`config.mk`:
```
export PLATFORM = sky130hd
export DESIGN_NAME = two_level_log_aggregator_top
export DESIGN_NICKNAME = d
export VERILOG_FILES = /design/src/sv/tla_pkg.sv /design/src/sv/two_level_log_aggregator_top.sv /design/src/sv/tla_mul.sv /design/src/sv/tla_div.sv
export SDC_FILE = /design/constraint.sdc
export NUM_CORES = 2
export LEC_CHECK = 0
export ABC_AREA = 1
export BUFFER_PORTS_ARGS = -buffer_cell sky130_fd_sc_hd__buf_2
export CAP_MARGIN = 20
export CORE_ASPECT_RATIO = 1.25
export CORE_UTILIZATION = 37
export CTS_CLUSTER_SIZE = 10
export DETAILED_ROUTE_END_ITERATION = 12
export PLACE_DENSITY_LB_ADDON = 0.1
export SETUP_SLACK_MARGIN = 0.3
export SYNTH_ARGS = -nofsm -noshare
export SYNTH_HDL_FRONTEND = slang
export SYNTH_SLANG_ARGS = --single-unit
```
`constraint.sdc`:
```
create_clock -name clock -period 7.2 [get_ports clock]
set_input_delay 0 -clock clock [delete_from_list [all_inputs] [get_ports clock]]
set_output_delay 0 -clock clock [all_outputs]
set_load 0.01 [all_outputs]
```
`src/sv/tla_pkg.sv`:
```
// Shared widths, codes and saturation helpers for the two-level log aggregator.
package tla_pkg;

   // Field and state widths.
   localparam int unsigned SAMPLE_W  = 32;
   localparam int unsigned STEP_W    = 24;
   localparam int unsigned WEIGHT_W  = 18;
   localparam int unsigned ACC_W     = 48;
   localparam int unsigned INT_W     = 64;
   localparam int unsigned TIME_W    = 32;
   localparam int unsigned FRAC_BITS = 16;
   localparam int unsigned KIND_W    = 2;
   localparam int unsigned CSR_IDX_W = 2;
   localparam int unsigned CSR_DAT_W = 18;

   // Bit-serial multiplier: signed ACC_W multiplicand times unsigned MUL_B_W multiplier.
   localparam int unsigned MUL_B_W   = 24;
   localparam int unsigned PROD_W    = ACC_W + MUL_B_W;
   localparam int unsigned TERM_W    = PROD_W - FRAC_BITS;
   localparam int unsigned MUL_CNT_W = $clog2(MUL_B_W);

   // Bit-serial divider: (magnitude << FRAC_BITS) / elapsed time.
   localparam int unsigned DIV_N_W   = INT_W + FRAC_BITS;
   localparam int unsigned DIV_CNT_W = $clog2(DIV_N_W);
   localparam int unsigned QUOT_W    = ACC_W - 1;

   localparam logic signed [ACC_W-1:0] MAX48 = {1'b0, {(ACC_W-1){1'b1}}};
   localparam logic signed [ACC_W-1:0] MIN48 = {1'b1, {(ACC_W-1){1'b0}}};
   localparam logic signed [INT_W-1:0] MAX64 = {1'b0, {(INT_W-1){1'b1}}};
   localparam logic signed [INT_W-1:0] MIN64 = {1'b1, {(INT_W-1){1'b0}}};

   // Input item kinds.
   typedef enum logic [KIND_W-1:0] {
      KIND_SAMPLE  = 2'd0,
      KIND_INITIAL = 2'd1,
      KIND_SUBSTEP = 2'd2,
      KIND_PRINT   = 2'd3
   } kind_type;

   // Within-substep combine codes; the unused code acts as weighted sum.
   localparam logic [1:0] IN_MIN  = 2'd0;
   localparam logic [1:0] IN_MAX  = 2'd1;
   localparam logic [1:0] IN_WSUM = 2'd2;

   // Across-substep fold codes; codes above OUT_CUR act as OUT_CUR.
   localparam logic [2:0] OUT_AVG  = 3'd0;
   localparam logic [2:0] OUT_SUM  = 3'd1;
   localparam logic [2:0] OUT_CONT = 3'd2;
   localparam logic [2:0] OUT_MIN  = 3'd3;
   localparam logic [2:0] OUT_MAX  = 3'd4;
   localparam logic [2:0] OUT_CUR  = 3'd5;

   // Configuration register indexes.
   localparam logic [CSR_IDX_W-1:0] CSR_INNER  = 2'd0;
   localparam logic [CSR_IDX_W-1:0] CSR_OUTER  = 2'd1;
   localparam logic [CSR_IDX_W-1:0] CSR_WEIGHT = 2'd2;
   localparam logic [CSR_IDX_W-1:0] CSR_KEEP   = 2'd3;

   // Sequencer states.
   typedef enum logic [1:0] {
      ST_IDLE,
      ST_MUL,
      ST_DIV,
      ST_EMIT
   } state_type;

   // Saturating 64-bit add.
   function automatic logic signed [INT_W-1:0] sat_add64(
      input logic signed [INT_W-1:0] a,
      input logic signed [INT_W-1:0] b
   );
      logic signed [INT_W:0] s;
      s = {a[INT_W-1], a} + {b[INT_W-1], b};
      if (s[INT_W] != s[INT_W-1]) begin
         return s[INT_W] ? MIN64 : MAX64;
      end
      return s[INT_W-1:0];
   endfunction

   // Saturates a 64-bit value to 48 bits.
   function automatic logic signed [ACC_W-1:0] sat48_of64(input logic signed [INT_W-1:0] x);
      if (x[INT_W-1:ACC_W-1] == {(INT_W-ACC_W+1){x[ACC_W-1]}}) begin
         return x[ACC_W-1:0];
      end
      return x[INT_W-1] ? MIN48 : MAX48;
   endfunction

   // Adds a multiplier term to a 48-bit accumulator with saturation to 48 bits.
   function automatic logic signed [ACC_W-1:0] sat48_add(
      input logic signed [ACC_W-1:0]  a,
      input logic signed [TERM_W-1:0] b
   );
      logic signed [TERM_W:0] s;
      s = {{(TERM_W-ACC_W+1){a[ACC_W-1]}}, a} + {b[TERM_W-1], b};
      if (s[TERM_W:ACC_W-1] == {(TERM_W-ACC_W+2){s[ACC_W-1]}}) begin
         return s[ACC_W-1:0];
      end
      return s[TERM_W] ? MIN48 : MAX48;
   endfunction

endpackage

```
`src/sv/two_level_log_aggregator_top.sv`:
```
// Top level of the two-level log aggregator: sequencer, state, config and result register.
//
//  Channel | Direction | Beat contents
//  req_    | in        | tuser: kind[1:0]; tdata: sample[31:0], step_length[55:32]
//  rsp_    | out       | tuser: missing[0]; tdata: logged_value[47:0]
//  csr_    | in        | csr_index selects the register, csr_data carries the value
//
// One item is worked on at a time. Samples in min or max mode, initial ends and substep
// ends outside average and sum modes are done when accepted. A weighted sample, and a
// substep end in average or sum mode, wait for the 24 steps of the bit-serial multiplier.
// A print goes through the emit state, in average mode after the 80 steps of the divider.
// Reset is synchronous and restores the registers and totals to their initial values.
// A result waits in the output register; a print that finds it still full waits too.
module two_level_log_aggregator_top (
   input  logic                               clock,
   input  logic                               reset,
   // Input items.
   input  logic                               req_tvalid,
   output logic                               req_tready,
   input  logic [55:0]                        req_tdata,   // sample[31:0], step_length[55:32]
   input  logic [tla_pkg::KIND_W-1:0]         req_tuser,   // kind[1:0]
   // Results.
   output logic                               rsp_tvalid,
   input  logic                               rsp_tready,
   output logic [tla_pkg::ACC_W-1:0]          rsp_tdata,   // logged_value[47:0]
   output logic [0:0]                         rsp_tuser,   // missing[0]
   // Configuration writes.
   input  logic                               csr_valid,
   output logic                               csr_ready,
   input  logic [tla_pkg::CSR_IDX_W-1:0]      csr_index,
   input  logic [tla_pkg::CSR_DAT_W-1:0]      csr_data
);

   tla_pkg::state_type                     state_ff, state_in;

   logic [1:0]                             inner_ff, inner_in;
   logic [2:0]                             outer_ff, outer_in;
   logic [tla_pkg::WEIGHT_W-1:0]           weight_ff, weight_in;
   logic                                   keep_ff, keep_in;

   logic signed [tla_pkg::ACC_W-1:0]       sub_ff, sub_in;
   logic signed [tla_pkg::INT_W-1:0]       interval_ff, interval_in;
   logic [tla_pkg::TIME_W-1:0]             elapsed_ff, elapsed_in;
   logic                                   no_sample_ff, no_sample_in;
   logic                                   no_substep_ff, no_substep_in;
   tla_pkg::kind_type                      kind_ff, kind_in;
   logic                                   neg_ff, neg_in;

   logic                                   rsp_valid_ff, rsp_valid_in;
   logic                                   rsp_missing_ff, rsp_missing_in;
   logic signed [tla_pkg::ACC_W-1:0]       rsp_value_ff, rsp_value_in;

   tla_pkg::kind_type                      kind;
   logic signed [tla_pkg::ACC_W-1:0]       sample48;
   logic [tla_pkg::STEP_W-1:0]             step_length;
   logic                                   req_fire;
   logic                                   csr_fire;
   logic [2:0]                             outer_sel;
   logic                                   time_mode;
   logic                                   inner_wsum;
   logic                                   need_mul;
   logic                                   need_div;
   logic                                   need_emit;
   logic                                   rsp_free;
   logic [tla_pkg::TIME_W:0]               elapsed_sum;
   logic signed [tla_pkg::INT_W-1:0]       sub64;
   logic signed [tla_pkg::INT_W-1:0]       fold_val;
   logic [tla_pkg::INT_W-1:0]              magnitude;
   logic                                   emit_missing;
   logic signed [tla_pkg::ACC_W-1:0]       emit_value;
   logic signed [tla_pkg::ACC_W-1:0]       avg_value;

   logic                                   mul_done;
   logic signed [tla_pkg::ACC_W-1:0]       mul_a;
   logic [tla_pkg::MUL_B_W-1:0]            mul_b;
   logic signed [tla_pkg::PROD_W-1:0]      product;
   logic signed [tla_pkg::TERM_W-1:0]      term;
   logic                                   div_done;
   logic                                   div_ovf;
   logic [tla_pkg::QUOT_W-1:0]             div_quot;

   // Port decode.
   assign kind        = tla_pkg::kind_type'(req_tuser);
   assign sample48    = tla_pkg::ACC_W'($signed(req_tdata[tla_pkg::SAMPLE_W-1:0]));
   assign step_length = req_tdata[tla_pkg::SAMPLE_W +: tla_pkg::STEP_W];
   assign req_tready  = (state_ff == tla_pkg::ST_IDLE);
   assign req_fire    = req_tvalid && req_tready;
   assign csr_ready   = 1'b1;
   assign csr_fire    = csr_valid && csr_ready;
   assign rsp_free    = !rsp_valid_ff || rsp_tready;

   // Mode decode: outer codes above current act as current.
   assign outer_sel  = (outer_ff > tla_pkg::OUT_CUR) ? tla_pkg::OUT_CUR : outer_ff;
   assign time_mode  = (outer_sel == tla_pkg::OUT_AVG) || (outer_sel == tla_pkg::OUT_SUM);
   assign inner_wsum = (inner_ff != tla_pkg::IN_MIN) && (inner_ff != tla_pkg::IN_MAX);

   // Which unit an accepted item needs.
   assign need_mul  = req_fire && ((kind == tla_pkg::KIND_SAMPLE && inner_wsum) ||
                      (kind == tla_pkg::KIND_SUBSTEP && !no_sample_ff && time_mode));
   assign need_div  = req_fire && kind == tla_pkg::KIND_PRINT && !no_substep_ff &&
                      outer_sel == tla_pkg::OUT_AVG && elapsed_ff != '0;
   assign need_emit = req_fire && kind == tla_pkg::KIND_PRINT && !need_div;

   // Multiplier operands: sample times weight, or substep value times step length.
   assign mul_a = (kind == tla_pkg::KIND_SAMPLE) ? sample48 : sub_ff;
   assign mul_b = (kind == tla_pkg::KIND_SAMPLE)
                ? {{(tla_pkg::MUL_B_W-tla_pkg::WEIGHT_W){1'b0}}, weight_ff}
                : step_length;
   assign term  = product[tla_pkg::PROD_W-1:tla_pkg::FRAC_BITS];

   tla_mul u_mul (
      .clock   (clock),
      .reset   (reset),
      .start   (need_mul),
      .mcand   (mul_a),
      .mplier  (mul_b),
      .done    (mul_done),
      .product (product)
   );

   // Magnitude of the interval total for the average.
   assign magnitude = interval_ff[tla_pkg::INT_W-1] ? (~interval_ff + 1'b1) : interval_ff;

   tla_div u_div (
      .clock     (clock),
      .reset     (reset),
      .start     (need_div),
      .magnitude (magnitude),
      .divisor   (elapsed_ff),
      .done      (div_done),
      .overflow  (div_ovf),
      .quotient  (div_quot)
   );

   // Elapsed time advance with saturation.
   assign elapsed_sum = {1'b0, elapsed_ff} + {{(tla_pkg::TIME_W-tla_pkg::STEP_W+1){1'b0}},
                                               step_length};

   // Fold of the substep value into the interval value for the non-time modes.
   assign sub64 = tla_pkg::INT_W'(sub_ff);
   always_comb begin
      case (outer_sel)
         tla_pkg::OUT_CONT: fold_val = tla_pkg::sat_add64(interval_ff, sub64);
         tla_pkg::OUT_MIN:  fold_val = (no_substep_ff || sub64 < interval_ff) ? sub64
                                                                               : interval_ff;
         tla_pkg::OUT_MAX:  fold_val = (no_substep_ff || sub64 > interval_ff) ? sub64
                                                                               : interval_ff;
         default:           fold_val = sub64;
      endcase
   end

   // Print value: the signed average with saturation, or the saturated total.
   always_comb begin
      if (div_ovf) begin
         avg_value = neg_ff ? tla_pkg::MIN48 : tla_pkg::MAX48;
      end else if (neg_ff) begin
         avg_value = -$signed({1'b0, div_quot});
      end else begin
         avg_value = $signed({1'b0, div_quot});
      end
      emit_missing = no_substep_ff || (outer_sel == tla_pkg::OUT_AVG && elapsed_ff == '0);
      if (emit_missing) begin
         emit_value = '0;
      end else if (outer_sel == tla_pkg::OUT_AVG) begin
         emit_value = avg_value;
      end else begin
         emit_value = tla_pkg::sat48_of64(interval_ff);
      end
   end

   // Next state.
   always_comb begin
      state_in = state_ff;
      unique case (state_ff)
         tla_pkg::ST_IDLE: begin
            if (need_mul) begin
               state_in = tla_pkg::ST_MUL;
            end else if (need_div) begin
               state_in = tla_pkg::ST_DIV;
            end else if (need_emit) begin
               state_in = tla_pkg::ST_EMIT;
            end
         end
         tla_pkg::ST_MUL: begin
            if (mul_done) begin
               state_in = tla_pkg::ST_IDLE;
            end
         end
         tla_pkg::ST_DIV: begin
            if (div_done) begin
               state_in = tla_pkg::ST_EMIT;
            end
         end
         tla_pkg::ST_EMIT: begin
            if (rsp_free) begin
               state_in = tla_pkg::ST_IDLE;
            end
         end
         default: state_in = tla_pkg::ST_IDLE;
      endcase
   end

   // State updates and result loading.
   always_comb begin
      sub_in         = sub_ff;
      interval_in    = interval_ff;
      elapsed_in     = elapsed_ff;
      no_sample_in   = no_sample_ff;
      no_substep_in  = no_substep_ff;
      kind_in        = req_fire ? kind : kind_ff;
      neg_in         = need_div ? interval_ff[tla_pkg::INT_W-1] : neg_ff;
      rsp_valid_in   = rsp_valid_ff && !rsp_tready;
      rsp_missing_in = rsp_missing_ff;
      rsp_value_in   = rsp_value_ff;
      unique case (state_ff)
         tla_pkg::ST_IDLE: begin
            if (req_fire) begin
               unique case (kind)
                  tla_pkg::KIND_SAMPLE: begin
                     no_sample_in = 1'b0;
                     case (inner_ff)
                        tla_pkg::IN_MIN: begin
                           if (no_sample_ff || sample48 < sub_ff) begin
                              sub_in = sample48;
                           end
                        end
                        tla_pkg::IN_MAX: begin
                           if (no_sample_ff || sample48 > sub_ff) begin
                              sub_in = sample48;
                           end
                        end
                        default: ;
                     endcase
                  end
                  tla_pkg::KIND_INITIAL: begin
                     if (!no_sample_ff) begin
                        if (!time_mode) begin
                           interval_in   = fold_val;
                           no_substep_in = 1'b0;
                        end
                        sub_in       = '0;
                        no_sample_in = 1'b1;
                     end
                  end
                  tla_pkg::KIND_SUBSTEP: begin
                     elapsed_in = elapsed_sum[tla_pkg::TIME_W] ? '1
                                : elapsed_sum[tla_pkg::TIME_W-1:0];
                     if (!no_sample_ff) begin
                        if (!time_mode) begin
                           interval_in = fold_val;
                        end
                        sub_in        = '0;
                        no_sample_in  = 1'b1;
                        no_substep_in = 1'b0;
                     end
                  end
                  tla_pkg::KIND_PRINT: ;
                  default: ;
               endcase
            end
         end
         tla_pkg::ST_MUL: begin
            // Weighted sample goes into the substep value, time-weighted term into the total.
            if (mul_done) begin
               if (kind_ff == tla_pkg::KIND_SAMPLE) begin
                  sub_in = tla_pkg::sat48_add(sub_ff, term);
               end else begin
                  interval_in = tla_pkg::sat_add64(interval_ff, tla_pkg::INT_W'(term));
               end
            end
         end
         tla_pkg::ST_DIV: ;
         tla_pkg::ST_EMIT: begin
            if (rsp_free) begin
               rsp_valid_in   = 1'b1;
               rsp_missing_in = emit_missing;
               rsp_value_in   = emit_value;
               if (!emit_missing && !keep_ff) begin
                  elapsed_in    = '0;
                  interval_in   = '0;
                  no_substep_in = 1'b1;
               end
            end
         end
         default: ;
      endcase
   end

   // Configuration register writes.
   always_comb begin
      inner_in  = inner_ff;
      outer_in  = outer_ff;
      weight_in = weight_ff;
      keep_in   = keep_ff;
      if (csr_fire) begin
         unique case (csr_index)
            tla_pkg::CSR_INNER:  inner_in  = csr_data[1:0];
            tla_pkg::CSR_OUTER:  outer_in  = csr_data[2:0];
            tla_pkg::CSR_WEIGHT: weight_in = csr_data[tla_pkg::WEIGHT_W-1:0];
            tla_pkg::CSR_KEEP:   keep_in   = csr_data[0];
            default: ;
         endcase
      end
   end

   // Control, configuration and accumulator flops.
   always_ff @(posedge clock) begin
      if (reset) begin
         state_ff      <= tla_pkg::ST_IDLE;
         inner_ff      <= tla_pkg::IN_MIN;
         outer_ff      <= tla_pkg::OUT_AVG;
         weight_ff     <= tla_pkg::WEIGHT_W'(1 << tla_pkg::FRAC_BITS);
         keep_ff       <= 1'b0;
         sub_ff        <= '0;
         interval_ff   <= '0;
         elapsed_ff    <= '0;
         no_sample_ff  <= 1'b1;
         no_substep_ff <= 1'b1;
         rsp_valid_ff  <= 1'b0;
      end else begin
         state_ff      <= state_in;
         inner_ff      <= inner_in;
         outer_ff      <= outer_in;
         weight_ff     <= weight_in;
         keep_ff       <= keep_in;
         sub_ff        <= sub_in;
         interval_ff   <= interval_in;
         elapsed_ff    <= elapsed_in;
         no_sample_ff  <= no_sample_in;
         no_substep_ff <= no_substep_in;
         rsp_valid_ff  <= rsp_valid_in;
      end
   end

   // Payload flops.
   always_ff @(posedge clock) begin
      kind_ff        <= kind_in;
      neg_ff         <= neg_in;
      rsp_missing_ff <= rsp_missing_in;
      rsp_value_ff   <= rsp_value_in;
   end

   assign rsp_tvalid = rsp_valid_ff;
   assign rsp_tdata  = rsp_value_ff;
   assign rsp_tuser  = rsp_missing_ff;

   // The multiplier finishes only while the sequencer waits for it.
   assert property (@(posedge clock) disable iff (reset)
      mul_done |-> state_ff == tla_pkg::ST_MUL)
      else $error("multiplier finished outside the multiply state");

   // The divider finishes only while the sequencer waits for it.
   assert property (@(posedge clock) disable iff (reset)
      div_done |-> state_ff == tla_pkg::ST_DIV)
      else $error("divider finished outside the divide state");

   // An accepted print always heads for a result.
   assert property (@(posedge clock) disable iff (reset)
      req_fire && req_tuser == tla_pkg::KIND_PRINT |=>
         state_ff == tla_pkg::ST_DIV || state_ff == tla_pkg::ST_EMIT)
      else $error("print beat did not start a result");

   // A missing result carries a zero value.
   assert property (@(posedge clock) disable iff (reset)
      rsp_valid_ff && rsp_missing_ff |-> rsp_value_ff == '0)
      else $error("missing result with a nonzero value");

endmodule

```
`src/sv/tla_mul.sv`:
```
// Bit-serial signed-by-unsigned multiplier, one multiplier bit per cycle.
module tla_mul (
   input  logic                                    clock,
   input  logic                                    reset,
   input  logic                                    start,
   input  logic signed [tla_pkg::ACC_W-1:0]        mcand,
   input  logic        [tla_pkg::MUL_B_W-1:0]      mplier,
   output logic                                    done,
   output logic signed [tla_pkg::PROD_W-1:0]       product
);

   logic                                  busy_ff, busy_in;
   logic                                  done_ff, done_in;
   logic [tla_pkg::MUL_CNT_W-1:0]         cnt_ff, cnt_in;
   logic signed [tla_pkg::ACC_W-1:0]      a_ff, a_in;
   logic signed [tla_pkg::ACC_W-1:0]      h_ff, h_in;
   logic [tla_pkg::MUL_B_W-1:0]           b_ff, b_in;
   logic signed [tla_pkg::ACC_W:0]        step_sum;

   // One shift-add step: add the multiplicand when the low multiplier bit is set,
   // then shift the partial product right, moving its low bit into the multiplier register.
   always_comb begin
      step_sum = {h_ff[tla_pkg::ACC_W-1], h_ff}
               + (b_ff[0] ? {a_ff[tla_pkg::ACC_W-1], a_ff} : '0);
      busy_in  = busy_ff;
      done_in  = 1'b0;
      cnt_in   = cnt_ff;
      a_in     = a_ff;
      h_in     = h_ff;
      b_in     = b_ff;
      if (start) begin
         busy_in = 1'b1;
         cnt_in  = '0;
         a_in    = mcand;
         h_in    = '0;
         b_in    = mplier;
      end else if (busy_ff) begin
         h_in   = step_sum[tla_pkg::ACC_W:1];
         b_in   = {step_sum[0], b_ff[tla_pkg::MUL_B_W-1:1]};
         cnt_in = cnt_ff + 1'b1;
         if (cnt_ff == tla_pkg::MUL_CNT_W'(tla_pkg::MUL_B_W - 1)) begin
            busy_in = 1'b0;
            done_in = 1'b1;
         end
      end
   end

   // Control flops.
   always_ff @(posedge clock) begin
      if (reset) begin
         busy_ff <= 1'b0;
         done_ff <= 1'b0;
         cnt_ff  <= '0;
      end else begin
         busy_ff <= busy_in;
         done_ff <= done_in;
         cnt_ff  <= cnt_in;
      end
   end

   // Operand and partial product flops.
   always_ff @(posedge clock) begin
      a_ff <= a_in;
      h_ff <= h_in;
      b_ff <= b_in;
   end

   assign done    = done_ff;
   assign product = {h_ff, b_ff};

endmodule

```
`src/sv/tla_div.sv`:
```
// Bit-serial restoring divider for the average: (magnitude << 16) / elapsed time.
module tla_div (
   input  logic                                 clock,
   input  logic                                 reset,
   input  logic                                 start,
   input  logic [tla_pkg::INT_W-1:0]            magnitude,
   input  logic [tla_pkg::TIME_W-1:0]           divisor,
   output logic                                 done,
   output logic                                 overflow,
   output logic [tla_pkg::QUOT_W-1:0]           quotient
);

   logic                                 busy_ff, busy_in;
   logic                                 done_ff, done_in;
   logic [tla_pkg::DIV_CNT_W-1:0]        cnt_ff, cnt_in;
   logic [tla_pkg::DIV_N_W-1:0]          q_ff, q_in;
   logic [tla_pkg::TIME_W-1:0]           r_ff, r_in;
   logic [tla_pkg::TIME_W-1:0]           d_ff, d_in;
   logic [tla_pkg::TIME_W:0]             shifted;
   logic [tla_pkg::TIME_W+1:0]           diff;

   // One restoring step: shift in the next dividend bit and try to subtract the divisor.
   always_comb begin
      shifted = {r_ff, q_ff[tla_pkg::DIV_N_W-1]};
      diff    = {1'b0, shifted} - {2'b00, d_ff};
      busy_in = busy_ff;
      done_in = 1'b0;
      cnt_in  = cnt_ff;
      q_in    = q_ff;
      r_in    = r_ff;
      d_in    = d_ff;
      if (start) begin
         busy_in = 1'b1;
         cnt_in  = '0;
         q_in    = {magnitude, {tla_pkg::FRAC_BITS{1'b0}}};
         r_in    = '0;
         d_in    = divisor;
      end else if (busy_ff) begin
         q_in   = {q_ff[tla_pkg::DIV_N_W-2:0], ~diff[tla_pkg::TIME_W+1]};
         r_in   = diff[tla_pkg::TIME_W+1] ? shifted[tla_pkg::TIME_W-1:0]
                                          : diff[tla_pkg::TIME_W-1:0];
         cnt_in = cnt_ff + 1'b1;
         if (cnt_ff == tla_pkg::DIV_CNT_W'(tla_pkg::DIV_N_W - 1)) begin
            busy_in = 1'b0;
            done_in = 1'b1;
         end
      end
   end

   // Control flops.
   always_ff @(posedge clock) begin
      if (reset) begin
         busy_ff <= 1'b0;
         done_ff <= 1'b0;
         cnt_ff  <= '0;
      end else begin
         busy_ff <= busy_in;
         done_ff <= done_in;
         cnt_ff  <= cnt_in;
      end
   end

   // Quotient, remainder and divisor flops.
   always_ff @(posedge clock) begin
      q_ff <= q_in;
      r_ff <= r_in;
      d_ff <= d_in;
   end

   assign done     = done_ff;
   assign overflow = |q_ff[tla_pkg::DIV_N_W-1:tla_pkg::QUOT_W];
   assign quotient = q_ff[tla_pkg::QUOT_W-1:0];

endmodule

```
Word-level counts from Yosys, hierarchy flattened
Index checks and enable logic that the tools add are counted.
{"block": "op_classes", "eq_ne": 44, "n_reduce_logical": 61, "add_sub_neg": 10, "n_mux": 92, "bitwise_logic": 4, "n_lt_le_gt_ge": 5}
{"operator": "$mux 64", "count": 17}
{"operator": "$mux 48", "count": 17}
{"operator": "$pmux 64 s3", "count": 2}
{"operator": "$pmux 48 s2", "count": 3}
{"operator": "$mux 32", "count": 6}
{"operator": "$mux 80", "count": 2}
{"operator": "$mux 24", "count": 3}
{"operator": "$add 64x48->65", "count": 1}
{"operator": "$add 64x56->65", "count": 1}
{"operator": "$add 64x1->64 const B", "count": 1}
{"operator": "$gt 48x64->1", "count": 1}
{"operator": "$lt 48x64->1", "count": 1}
{"operator": "$not 64->64", "count": 1}
{"operator": "$pmux 32 s2", "count": 1}
{"operator": "$add 48x56->57", "count": 1}
{"operator": "$add 49x49->49", "count": 1}
{"operator": "$mux 49", "count": 1}
{"operator": "$gt 32x48->1", "count": 1}
{"operator": "$lt 32x48->1", "count": 1}
{"operator": "$neg 47->48", "count": 1}
{"operator": "$sub 33x32->34", "count": 1}
{"operator": "$add 32x24->33", "count": 1}
{"operator": "$reduce_or 33->1", "count": 1}
{"operator": "$logic_not 32->1", "count": 1}
{"operator": "other kinds (44)", "count": 149}
{"block": "totals", "in_bits": 83, "reg_bits": 505, "wordCells": 244, "output_inout_bits": 52}

Logic depth before layout (Yosys ltp)
{"block": "logic_depth", "ltp_word": 12, "ltp_mapped": 24, "mapped_depth_nobuf": 24}

Cells and area by module
A second synthesis with hierarchy kept.
{"block": "unflattened", "cells_unflattened": 8270, "hier_area_um2": 51384.3}
{"module": "two_level_log_aggregator_top", "n_inst": 1, "seq_area_each_um2": 5024.8, "area_each_um2": 33223.1, "cells_per_inst": 5690}
{"module": "tla_mul", "n_inst": 1, "seq_area_each_um2": 3263.1, "area_each_um2": 9188.8, "cells_per_inst": 1443}
{"module": "tla_div", "n_inst": 1, "seq_area_each_um2": 4023.9, "area_each_um2": 8972.4, "cells_per_inst": 1137}

Least setup slack after synthesis
OpenSTA, ideal clock, no wires.
{"block": "synth_path", "path_type": "register to register", "from": "reg state_ff[0]", "to": "reg u_mul.b_ff[10] (netlist bit) (data pin)", "n_path_buf": 3, "synth_period_minus_slack_ps": 3576, "stages_incl_launch_ff": 10, "setup_time_ps": 348, "arrival_time_ps": 3228, "setup_slack_ps": 3624, "required_ps": 6852, "path_cell_list": "dfxtp_1 -> buf_2 -> nor2_1 -> nand2_1 -> inv_1 -> nand2_1 -> inv_1 -> buf_2 -> buf_1 -> a31oi_1"}
{"block": "synth_via", "elab_chain_len": 4}
{"item": "from (decl)", "line_no": "two_level_log_aggregator_top.sv:34", "text": "tla_pkg::state_type state_ff, state_in;"}
{"item": "from (signal assigned)", "line_no": "two_level_log_aggregator_top.sv:309", "text": "state_ff <= tla_pkg::ST_IDLE;"}
{"item": "from (signal assigned)", "line_no": "two_level_log_aggregator_top.sv:321", "text": "state_ff <= state_in;"}
{"item": "$logic_not 2->1", "line_no": "two_level_log_aggregator_top.sv:86", "text": "assign req_tready = (state_ff == tla_pkg::ST_IDLE);"}
{"item": "via req_tready", "line_no": "two_level_log_aggregator_top.sv:19", "text": "output logic req_tready,"}
{"item": "$logic_and 1x1->1", "line_no": "two_level_log_aggregator_top.sv:87", "text": "assign req_fire = req_tvalid && req_tready;"}
{"item": "via req_fire", "line_no": "two_level_log_aggregator_top.sv:56", "text": "logic req_fire;"}
{"item": "$logic_and 1x1->1", "line_no": "two_level_log_aggregator_top.sv:98", "text": "assign need_mul = req_fire && ((kind == tla_pkg::KIND_SAMPLE && inner_wsum) ||"}
{"item": "via need_mul", "line_no": "two_level_log_aggregator_top.sv:61", "text": "logic need_mul;"}
{"item": "$mux 24", "line_no": "tla_mul.sv:31", "text": "if (start) begin"}
{"item": "via u_mul.b_in, one bit", "line_no": "tla_mul.sv:17", "text": "logic [tla_pkg::MUL_B_W-1:0] b_ff, b_in;"}
{"item": "to (signal assigned)", "line_no": "tla_mul.sv:65", "text": "b_ff <= b_in;"}
{"item": "to (decl)", "line_no": "tla_mul.sv:17"}
The timed path passes the listed nets, and every way through them passes these cells.
A chain may end at the register's enable or synchronous reset.

Worst setup path after layout
{"block": "layout_path", "from": "reg interval_ff[47] (netlist bit)", "to": "reg interval_ff[30] (netlist bit)"}
{"block": "layout_via", "elab_chain_len": 11, "elab_cells_between_ends": 31, "classes_between": "2 x add/sub; 2 x order compare; 4 x eq/ne; 20 x mux; 3 x reduce/logical"}
{"item": "from (decl)", "line_no": "two_level_log_aggregator_top.sv:42", "text": "logic signed [tla_pkg::INT_W-1:0] interval_ff, interval_in;"}
{"item": "from (signal assigned)", "line_no": "two_level_log_aggregator_top.sv:327", "text": "interval_ff <= interval_in;"}
{"item": "$add 64x48->65", "line_no": "tla_pkg.sv:73", "text": "s = {a[INT_W-1], a} + {b[INT_W-1], b};"}
{"item": "$ne 1x1->1", "line_no": "tla_pkg.sv:74", "text": "if (s[INT_W] != s[INT_W-1]) begin"}
{"item": "$mux 1", "line_no": "tla_pkg.sv:74"}
{"item": "$mux 1", "line_no": "two_level_log_aggregator_top.sv:142", "text": "case (outer_sel)"}
{"item": "$mux 64", "line_no": "tla_pkg.sv:77", "text": "return s[INT_W-1:0];"}
{"item": "$pmux 64 s3", "line_no": "two_level_log_aggregator_top.sv:142"}
{"item": "$mux 64", "line_no": "two_level_log_aggregator_top.sv:237, two_level_log_aggregator_top.sv:249"}
{"item": "$mux 64", "line_no": "two_level_log_aggregator_top.sv:248", "text": "if (!no_sample_ff) begin"}
{"item": "$mux 64"}
{"item": "$mux 64", "line_no": "two_level_log_aggregator_top.sv:217", "text": "if (req_fire) begin"}
{"item": "$pmux 64 s3", "line_no": "two_level_log_aggregator_top.sv:215", "text": "unique case (state_ff)"}
Parallel ways exist; a longest one is shown, timed or not. The select of a mux whose other input is x is not followed.

==> results.md <==
- Core Region: 130000 µm²
- Ratio of routed vias to standard cells: 5.48
- Via count: 52200
- Count of fill cells added during filler insertion: 14100
- Layout net count: 8252
- Setup TNS Final: 0 ps
- Number of max-cap violations: 0
- Pin count of the biggest net entering global routing: 89
- Number of enable-type register cells in the synthesized netlist: 220
- Asr flop ratio synth: 0
- Class of the most critical hold timing path: in2reg
- Count of final max-slew check failures: 0
- Library cell contributing the largest single delay on the critical path: sky130_fd_sc_hd__dfxtp_1
- Most used flip-flop cell after synthesis: sky130_fd_sc_hd__dfxtp_1
- Starting density of the core: 0.373
- Count of antenna-violating nets left after detailed routing: 0
- Synthesized net count: 8120
- Aggregate global-route resource usage: 0.333
- Critical path launch point: interval_ff[47]
- Die width: 326 µm
- Post-CTS Setup Repair Bufs: 0
- Combined area of the multi-input logic cells: 31100 µm²
- Max H-tree Level: 3
- Area used by sequential logic in the layout: 12300 µm²
- Stage delay of the slowest cell on the critical path: 720 ps
- Upper clock frequency limit: 206 MHz
- Most repeated library cell on the critical path: sky130_fd_sc_hd__nand2_1
- Setup Viol. Count Final: 0
- Wire length per cell: 23.7 µm
- Final RePlAce weighted congestion: 1.02
- Worst hold margin: 135 ps
- Row count: 148
- Vias in the first global route: 50900
- GR Util met3: 0.0333
- GR Layer Usage met1: 0.429
- Arrival time worst endpoint: 5420 ps
- Area of the die: 133000 µm²
- Count of buffering cells on the critical path with inverters included: 3
- Hold Fails Final Rpt: 0
- Final setup skew: 46.9 ps
- Initial antenna violation count: 3
- Max Buffers Root-to-Sink: 3
- Placed Area: 51000 µm²
- Synth Cell Area: 48600 µm²
- Post-detail-place hpwl: 184 mm
- Final period demand of the worst path: 4850 ps
- Max-slew headroom at the worst pin: 0.279
- Height of the die: 407 µm
- Port buffer count: 133
- Maximum resistive drop on vdd: 321 µV
- Clock Sinks: 505
- Crit Path Max Fanout: 47
- Post-CTS clock slew at the launch and capture registers of the worst setup and hold paths: 60 ps
- Remaining Overflow, GRT: 0
- Mapped Cells: 7622
- Cells along the critical path: inv_1 > ha_1 > nand2_1 > nor3_1 > nor3b_1 > nand3_1 > nor2_1 > nand4_1 > nand3_1 > nand2_1 > nand3_2 > buf_4 > a21oi_1 > nand2_1 > inv_1
- Result of the run: finished, final reports clean
- Total clock buffers created by CTS: 69
- Met2 Track Usage GR: 0.538
- Lkg Pwr: 25.1 nW
- Wire length of the first global-routing pass: 332 mm
- Distinct cells, synth: 68
- Clock network latency to the later pin of the worst-skew pair: 710 ps
- Endpoint class of the critical path: flip-flop
- First-iteration detailed-routing DRC count: 4704
- First-pass detailed-route iteration total: 6
- Drt total wl: 226 mm
- Top cell family by delay on the critical path: simple AND/OR/NAND/NOR gates
- RR Startpoint: interval_ff[47]
- CTS tree: built
- Ratio of final minimum period to clock period: 0.673
- Most utilized layer in the global route result: met2
- Remaining DRCs: 0
- CP Class: reg2reg
- Clock root buffer: sky130_fd_sc_hd__clkbuf_16
- Flops & latches, synth: 505
- YS warnings: 0
- Required time of the critical path: 7780 ps
- Number of top-level pins: 135
- Sequential share of the synthesized area: 0.253
- Share of cells above drive strength 1: 0.0548
- RSZ-0062 raised after global routing: false
- Kind of start point of the critical path: flip-flop
- Layout-stage area growth over the synthesis result: 11.4%
- Mean cell area of the mapped netlist: 6.38 µm²
- Post-route design area: 54100 µm²
- Total power per unit cell area: 394 nW/µm²
- Hold Startpoint: csr_data[6]
- Transition time at the pin with the least slew margin: 1070 ps
worst min-delay path: cells and delay by family:
kind            cells  cell delay (ps)
compound gates      2              170
buf+inv             2              610
per-stage QoR:
| stage | setup WS [ps] | total power [W] | utilization | cells |
|---|---|---|---|---|
| after floorplan | 3620 | 0.0130 | - | 7622 |
| after global placement | 965 | 0.0175 | 0.391 | 9309 |
| after detailed placement | 2490 | 0.0175 | 0.392 | 9314 |
| after CTS | 2450 | 0.0211 | 0.416 | 9531 |
| after global routing | 2230 | 0.0228 | 0.416 | 9532 |
| final | 2350 | 0.0213 | 0.416 | 9533 |
state kept, by name, indices dropped and copies added, names as in the netlist, 2 cells and up:
signal        cells
u_mul.h_ff       48
u_mul.b_ff       24
outer_ff          3
u_div.d_ff       32
u_div.q_ff       80
interval_ff      64
sub_ff           48
u_mul.a_ff       48
u_mul.cnt_ff      5
u_div.r_ff       32
weight_ff        18
state_ff          2
kind_ff           2
elapsed_ff       32
rsp_tdata        48
u_div.cnt_ff      7
inner_ff          2
cells in the mapped netlist (33+ instances only):
library cell	n	area [µm²]
sky130_fd_sc_hd__ha_1	409	5120
sky130_fd_sc_hd__buf_2	57	285
sky130_fd_sc_hd__o211ai_1	57	428
sky130_fd_sc_hd__o21bai_1	33	248
sky130_fd_sc_hd__a21oi_1	744	3720
sky130_fd_sc_hd__edfxtp_1	220	6610
sky130_fd_sc_hd__a31oi_1	79	494
sky130_fd_sc_hd__inv_1	1105	4150
sky130_fd_sc_hd__o21ai_0	518	2590
sky130_fd_sc_hd__o22ai_1	47	294
sky130_fd_sc_hd__nor4_1	49	307
sky130_fd_sc_hd__clkbuf_1	123	462
sky130_fd_sc_hd__nand3_1	409	2050
sky130_fd_sc_hd__nor2_1	754	2830
sky130_fd_sc_hd__nand4_1	73	457
sky130_fd_sc_hd__xnor2_1	112	981
sky130_fd_sc_hd__xor2_1	151	1320
sky130_fd_sc_hd__nor3_1	118	591
sky130_fd_sc_hd__dfxtp_1	285	5710
sky130_fd_sc_hd__nand2_1	1886	7080
sky130_fd_sc_hd__a211oi_1	33	248
cells by family (layout without fill, tap and decap cells):
kind of cell / Yosys count / after routing / share of synthesized area
AOI/OAI and AO/OA: 1668 / 1668 / 0.190
xor gates and xnor gates: 264 / 264 / 0.0477
adders and majority gates: 415 / 415 / 0.108
buffers and inverters: 1365 / 1550 / 0.109
DFF: 505 / 505 / 0.253
other: 1 / 2 / 0.0000772
and+or+nand+nor: 3404 / 3404 / 0.292
area by class of cell:
cell class,count,share of cell area
multi-input combinational,5752,0.574
sequential,505,0.227
inverter,1139,0.0790
tap,1725,0.0399
timing repair buffer,287,0.0393
clock buffer,101,0.0358
clock inverter,23,0.00458
antenna,1,0.0000462
power breakdown:
group	internal [W]	total, W	switching (W)
registers	0.00363	0.00485	0.00122
logic	0.00402	0.0130	0.00897
clock network	0.00201	0.00348	0.00146
layout by cell type (no fill, tap or decap), types with 14 or more instances in the layout:
cell type and instances:
sky130_fd_sc_hd__buf_2 132, sky130_fd_sc_hd__nand3_2 14, sky130_fd_sc_hd__buf_4 57, sky130_fd_sc_hd__or2_2 16, sky130_fd_sc_hd__clkbuf_16 71, sky130_fd_sc_hd__nand3_1 408
sky130_fd_sc_hd__a211oi_1 33, sky130_fd_sc_hd__edfxtp_1 220, sky130_fd_sc_hd__nand2_1 1882, sky130_fd_sc_hd__o211ai_1 57, sky130_fd_sc_hd__o21ai_1 29, sky130_fd_sc_hd__inv_2 27
sky130_fd_sc_hd__nor2_2 23, sky130_fd_sc_hd__o21bai_1 33, sky130_fd_sc_hd__inv_1 1103, sky130_fd_sc_hd__xor2_1 151, sky130_fd_sc_hd__clkbuf_1 25, sky130_fd_sc_hd__nand4_1 73
sky130_fd_sc_hd__xnor2_1 112, sky130_fd_sc_hd__o21ai_0 517, sky130_fd_sc_hd__nor3_1 118, sky130_fd_sc_hd__a21oi_1 744, sky130_fd_sc_hd__o22ai_1 47, sky130_fd_sc_hd__o21a_1 18
sky130_fd_sc_hd__nor2_1 749, sky130_fd_sc_hd__dfxtp_1 281, sky130_fd_sc_hd__a21boi_0 18, sky130_fd_sc_hd__ha_1 408, sky130_fd_sc_hd__nor4_1 47, sky130_fd_sc_hd__dlygate4sd3_1 93
sky130_fd_sc_hd__a31oi_1 79, sky130_fd_sc_hd__nand2_2 14, sky130_fd_sc_hd__a21o_1 27
repair_timing:
action	CTS	global route
hold buffers	93	0
endpoints found under the hold margin	163	0
resized for setup	0	0
path summary, 6_finish.rpt:
check                    endpoint  slack, ps  depth (start not counted)
setup / recovery  interval_ff[30]       2350                         15
hold reg to reg     weight_ff[12]        450                          2
hold / removal       weight_ff[6]        140                          4
setup reg to reg  interval_ff[30]       2350                         15
layer usage:
metal,part of all wire,vias to the layer above,wire length [µm]
li1,-,25400,-
met2,0.45,1786,102000
met1,0.43,24600,97700
met5,0.000062,-,14
met3,0.053,451,12000
met4,0.065,2,14600
No activity file was read; power rests on OpenSTA's default activity.
